## config.mk

```make
export PLATFORM = sky130hd
export DESIGN_NAME = brsb_divider
export DESIGN_NICKNAME = d
export VERILOG_FILES = /design/src/hw/rtl/brsb_pkg.sv /design/src/hw/rtl/brsb_divider.sv
export SDC_FILE = /design/constraint.sdc
export NUM_CORES = 1
export LEC_CHECK = 0
export ABC_AREA = 1
export BUFFER_PORTS_ARGS = -buffer_cell sky130_fd_sc_hd__buf_2
export CORE_ASPECT_RATIO = 1.5
export CORE_UTILIZATION = 55
export DETAILED_ROUTE_END_ITERATION = 8
export PLACE_DENSITY = 0.87
export SKIP_CTS_REPAIR_TIMING = 1
export SLEW_MARGIN = 25
export SYNTH_ARGS = -nofsm -noshare
export SYNTH_HDL_FRONTEND = slang
export SYNTH_SLANG_ARGS = --single-unit
```

## constraint.sdc

```tcl
create_clock -name clk_i -period 2.85 [get_ports clk_i]
set_clock_uncertainty 0.2 [all_clocks]
set_input_delay 0.1425 -clock clk_i [delete_from_list [all_inputs] [get_ports clk_i]]
set_output_delay 0.1425 -clock clk_i [all_outputs]
set_load 0.01 [all_outputs]
```

## src/hw/rtl/brsb_pkg.sv

```systemverilog
package brsb_pkg;

  // Field and register widths.
  localparam int unsigned SAMPLE_W   = 24;
  localparam int unsigned SR_W       = 18;
  localparam int unsigned TEMPO_W    = 10;
  localparam int unsigned BDIV_W     = 7;
  localparam int unsigned RPT_W      = 8;
  localparam int unsigned RL_W       = 9;
  localparam int unsigned CFG_IDX_W  = 2;
  localparam int unsigned CFG_DATA_W = 18;

  // Slice length numerator (sample_rate * 60) and denominator (tempo * division).
  localparam int unsigned NUM_W = 24;
  localparam int unsigned DEN_W = 17;

  // Register indexes on the configuration port.
  localparam logic [CFG_IDX_W-1:0] REG_SAMPLE_RATE   = 2'd0;
  localparam logic [CFG_IDX_W-1:0] REG_TEMPO_BPM     = 2'd1;
  localparam logic [CFG_IDX_W-1:0] REG_BEAT_DIVISION = 2'd2;
  localparam logic [CFG_IDX_W-1:0] REG_REPEAT_COUNT  = 2'd3;

  // Register reset values.
  localparam logic [SR_W-1:0]    SAMPLE_RATE_RST   = 18'd48000;
  localparam logic [TEMPO_W-1:0] TEMPO_BPM_RST     = 10'd130;
  localparam logic [BDIV_W-1:0]  BEAT_DIVISION_RST = 7'd4;
  localparam logic [RPT_W-1:0]   REPEAT_COUNT_RST  = 8'd4;
  localparam logic [RL_W-1:0]    REPEATS_LEFT_RST  = 9'd4;

  typedef enum logic [2:0] {
    S_IDLE,
    S_CALC,
    S_ACCESS,
    S_MOD,
    S_DELIVER
  } state_e;

  typedef enum logic [1:0] {
    RES_PASS,
    RES_PLAY,
    RES_ERR
  } res_sel_e;

  typedef struct packed {
    logic busy;
    logic done;
  } div_status_t;

endpackage

```

## src/hw/rtl/brsb_divider.sv

```systemverilog
module brsb_divider #(
  parameter int unsigned NumW = 24,
  parameter int unsigned DenW = 17
) (
  input  logic                      clk_i,
  input  logic                      rst_ni,
  input  logic                      start_i,
  input  logic [NumW-1:0]           dividend_i,
  input  logic [DenW-1:0]           divisor_i,
  output brsb_pkg::div_status_t     status_o,
  output logic [NumW-1:0]           quotient_o,
  output logic [DenW-1:0]           remainder_o
);

  localparam int unsigned CntW = $clog2(NumW);

  logic            busy_q, busy_d;
  logic            done_q, done_d;
  logic [CntW-1:0] cnt_q, cnt_d;
  logic [NumW-1:0] quo_q, quo_d;
  logic [DenW-1:0] rem_q, rem_d;
  logic [DenW-1:0] dvs_q, dvs_d;

  logic [DenW:0]   rem_sh;
  logic [DenW+1:0] diff;
  logic            ge;

  // Restoring division, one quotient bit per cycle, most significant first.
  always_comb begin
    rem_sh = {rem_q, quo_q[NumW-1]};
    diff   = {1'b0, rem_sh} - {2'b00, dvs_q};
    ge     = ~diff[DenW+1];
  end

  always_comb begin
    busy_d = busy_q;
    done_d = 1'b0;
    cnt_d  = cnt_q;
    quo_d  = quo_q;
    rem_d  = rem_q;
    dvs_d  = dvs_q;
    if (start_i) begin
      busy_d = 1'b1;
      cnt_d  = CntW'(NumW - 1);
      quo_d  = dividend_i;
      rem_d  = '0;
      dvs_d  = divisor_i;
    end else if (busy_q) begin
      quo_d = {quo_q[NumW-2:0], ge};
      rem_d = ge ? diff[DenW-1:0] : rem_sh[DenW-1:0];
      cnt_d = cnt_q - 1'b1;
      if (cnt_q == '0) begin
        busy_d = 1'b0;
        done_d = 1'b1;
      end
    end
  end

  always_ff @(posedge clk_i or negedge rst_ni) begin
    if (!rst_ni) begin
      busy_q <= 1'b0;
      done_q <= 1'b0;
      cnt_q  <= '0;
    end else begin
      busy_q <= busy_d;
      done_q <= done_d;
      cnt_q  <= cnt_d;
    end
  end

  always_ff @(posedge clk_i) begin
    quo_q <= quo_d;
    rem_q <= rem_d;
    dvs_q <= dvs_d;
  end

  assign status_o.busy = busy_q;
  assign status_o.done = done_q;
  assign quotient_o    = quo_q;
  assign remainder_o   = rem_q;

endmodule

```

==> results.toml <==
[status]
status = "finished, violations left"
failed_checks = "design-rule violations"

[synthesis]
syn_avg_cell_area_um2 = 7.81
synthArstFlopShare = 0.108
syn-num-nets = 570
synth_warnings = 0
yosysSeqAreaShare = 0.442
ys_ff_latch = 65
synth_area_um2 = 3950
synth-edff-count = 41
yosysUniqueCellTypes = 38
synthFlopType = "edfxtp_1"
netlist_instances = 506

[cts]
clk_latency_ps = 350
cts_buffer_depth = 2
h-tree-depth = 3
cts_buffers = 9
clock-sinks = 65
cts.clk_slew.worst_paths_ps = 70
root_buffer = "clkbuf_8"
tritoncts = "yes"

[placed_design]
place_hpwl_um = 7020
io_buffers = 86
gp_congestion = 0.943

[floorplanning]
fp.dieW_um = 71.2
initial_utilization = 0.573
boundaryPins = 87
core_area_um2 = 6900
die_h_um = 106
die_area_um2 = 7540
rows = 37

[detailed_routing]
drcViolationCount = 2
dr.pass1.iters = 8
drtIter0Drc = 302
num_vias = 3865
ant_nets = 0
vias_per_cell = 5.35
wire_per_inst_um = 14.9
routed_wl_um = 10800

[grt]
globalRouteOverflowTotal = 0
grt_pass1_wl_um = 15100
track_usage = 0.256
antenna_found_initial = 0
grt_max_degree = 33
grt_pass1_vias = 3497

[power_and_ir_drop]
ir_drop_uv = 496
power_density_nw_per_um2 = 731
power_mw = 3.67
p_leak_nw = 2.71

[final_layout]
register_area_um2 = 1750
nNetsFinal = 704
final_cell_mix = "nand2_1 (196), buf_2 (86), inv_1 (77)"
n_antenna_cell = 0
multi_input_area_um2 = 1790
mostFrequentLayoutCell = "nand2_1"
area_growth_pct = 26.8
fillers = 494
drive_above_1_share = 0.203

[worst_hold_path]
hp-class = "primary input to register"
hold_depth = 3

[sta]
tns_ps = 0
hold_violations = 0
max_slew_margin = 0.523
tightest_slew_ps = 710
finalMaxSlewViolations = 0
timing.final.crit_share = 0.876
setup_viol = 0
grt_setup_unrepaired = "false"
max_freq_ghz = 0.401
finalCriticalPeriod_ps = 2500

[worst_setup_path]
cp.arrival_ps = 2540
cp-start-kind = "register"
reg2reg_slack_ps = 350
crit_type = "register to register"
worstSetupEndpointType = "register"
crit_path_max_fanout = 13
rr_worst_depth = 13
cp_data_required_time_ps = 2900

[flow_run]
maxCapViolCount = 0
[Yosys cell counts, types with 5 or more instances]
| cell | n | area [um2] |
|---|---|---|
| a21oi_1 | 13 | 65.1 |
| dfrtp_1 | 7 | 175 |
| dfxtp_1 | 17 | 340 |
| edfxtp_1 | 41 | 1230 |
| ha_1 | 19 | 238 |
| inv_1 | 77 | 289 |
| nand2_1 | 196 | 736 |
| nand2_2 | 5 | 31.3 |
| nand3_1 | 45 | 225 |
| nand3b_2 | 7 | 78.8 |
| nand4_1 | 5 | 31.3 |
| nor2_1 | 20 | 75.1 |
| o21ai_0 | 8 | 40.0 |
| xnor2_1 | 6 | 52.6 |
[state kept, by name, summed over array words and instances, names as in the netlist]
name	flops
cnt_q	5
dvs_q	17
done_q	1
busy_q	1
remainder_o	17
quotient_o	24
[power breakdown]
group / switching, mW / internal [mW]
Clock: 0.348 / 0.337
Sequential: 0.128 / 1.16
Combinational: 1.02 / 0.672
Total: 1.50 / 2.17
[worst paths after layout]
| kind | from | to |
|---|---|---|
| min reg2reg | remainder_o[6] | remainder_o[6] |
| min | start_i | cnt_q[3] |
| max in group asynchronous | rst_ni | cnt_q[2] |
| max | quotient_o[23] | remainder_o[13] |
| min in group asynchronous | rst_ni | cnt_q[1] |
| max reg2reg | quotient_o[23] | remainder_o[13] |
[critical path, cell delays in order (launching register included)]
cell,delay (ps)
edfxtp_1,390
inv_1,90
ha_1,170
inv_1,90
fa_1,450
nand3_2,130
nand3_2,90
nand2_2,230
buf_4,250
nand3_1,90
nand2_1,70
inv_1,40
nand2_1,60
nand2_1,50
[final cells by class]
cell class	instances	area share
Tap cell	78	0.0195
Clock buffer	13	0.0297
Inverter	78	0.0584
Timing Repair Buffer	137	0.184
Multi-Input combinational cell	349	0.357
Clock inverter	3	0.00350
Sequential cell	65	0.349
[metrics by stage]
step | hold slack [ps] | cells | setup slack [ps] | utilization | area [um2]
6_report | 124 | 723 | 354 | 0.726 | 5010
5_1_grt | 115 | 723 | 170 | 0.726 | 5010
4_1_cts | -595 | 680 | 384 | 0.664 | 4580
3_5_place_dp | -219 | 664 | 394 | 0.640 | 4410
3_3_place_gp | -222 | 664 | 509 | 0.640 | 4410
2_1_floorplan | -353 | 506 | 659 | - | 3950
[cells by family after synthesis]
group                    count (synthesis)  share of synthesized area
XOR/XNOR                                 7                     0.0155
adder cells (fa/ha/maj)                 20                     0.0652
flip-flops                              65                      0.442
AO/OA/AOI/OAI                           27                     0.0386
AND/OR/NAND/NOR                        295                      0.333
buffers and inverters                   92                      0.106
[routing by layer]
metal  track usage  wire length (um)
met3        0.0784               815
met2         0.463              5580
met4         0.124               418
met5             0                 0
met1         0.262              3990
(Power assumes the default switching activity.)
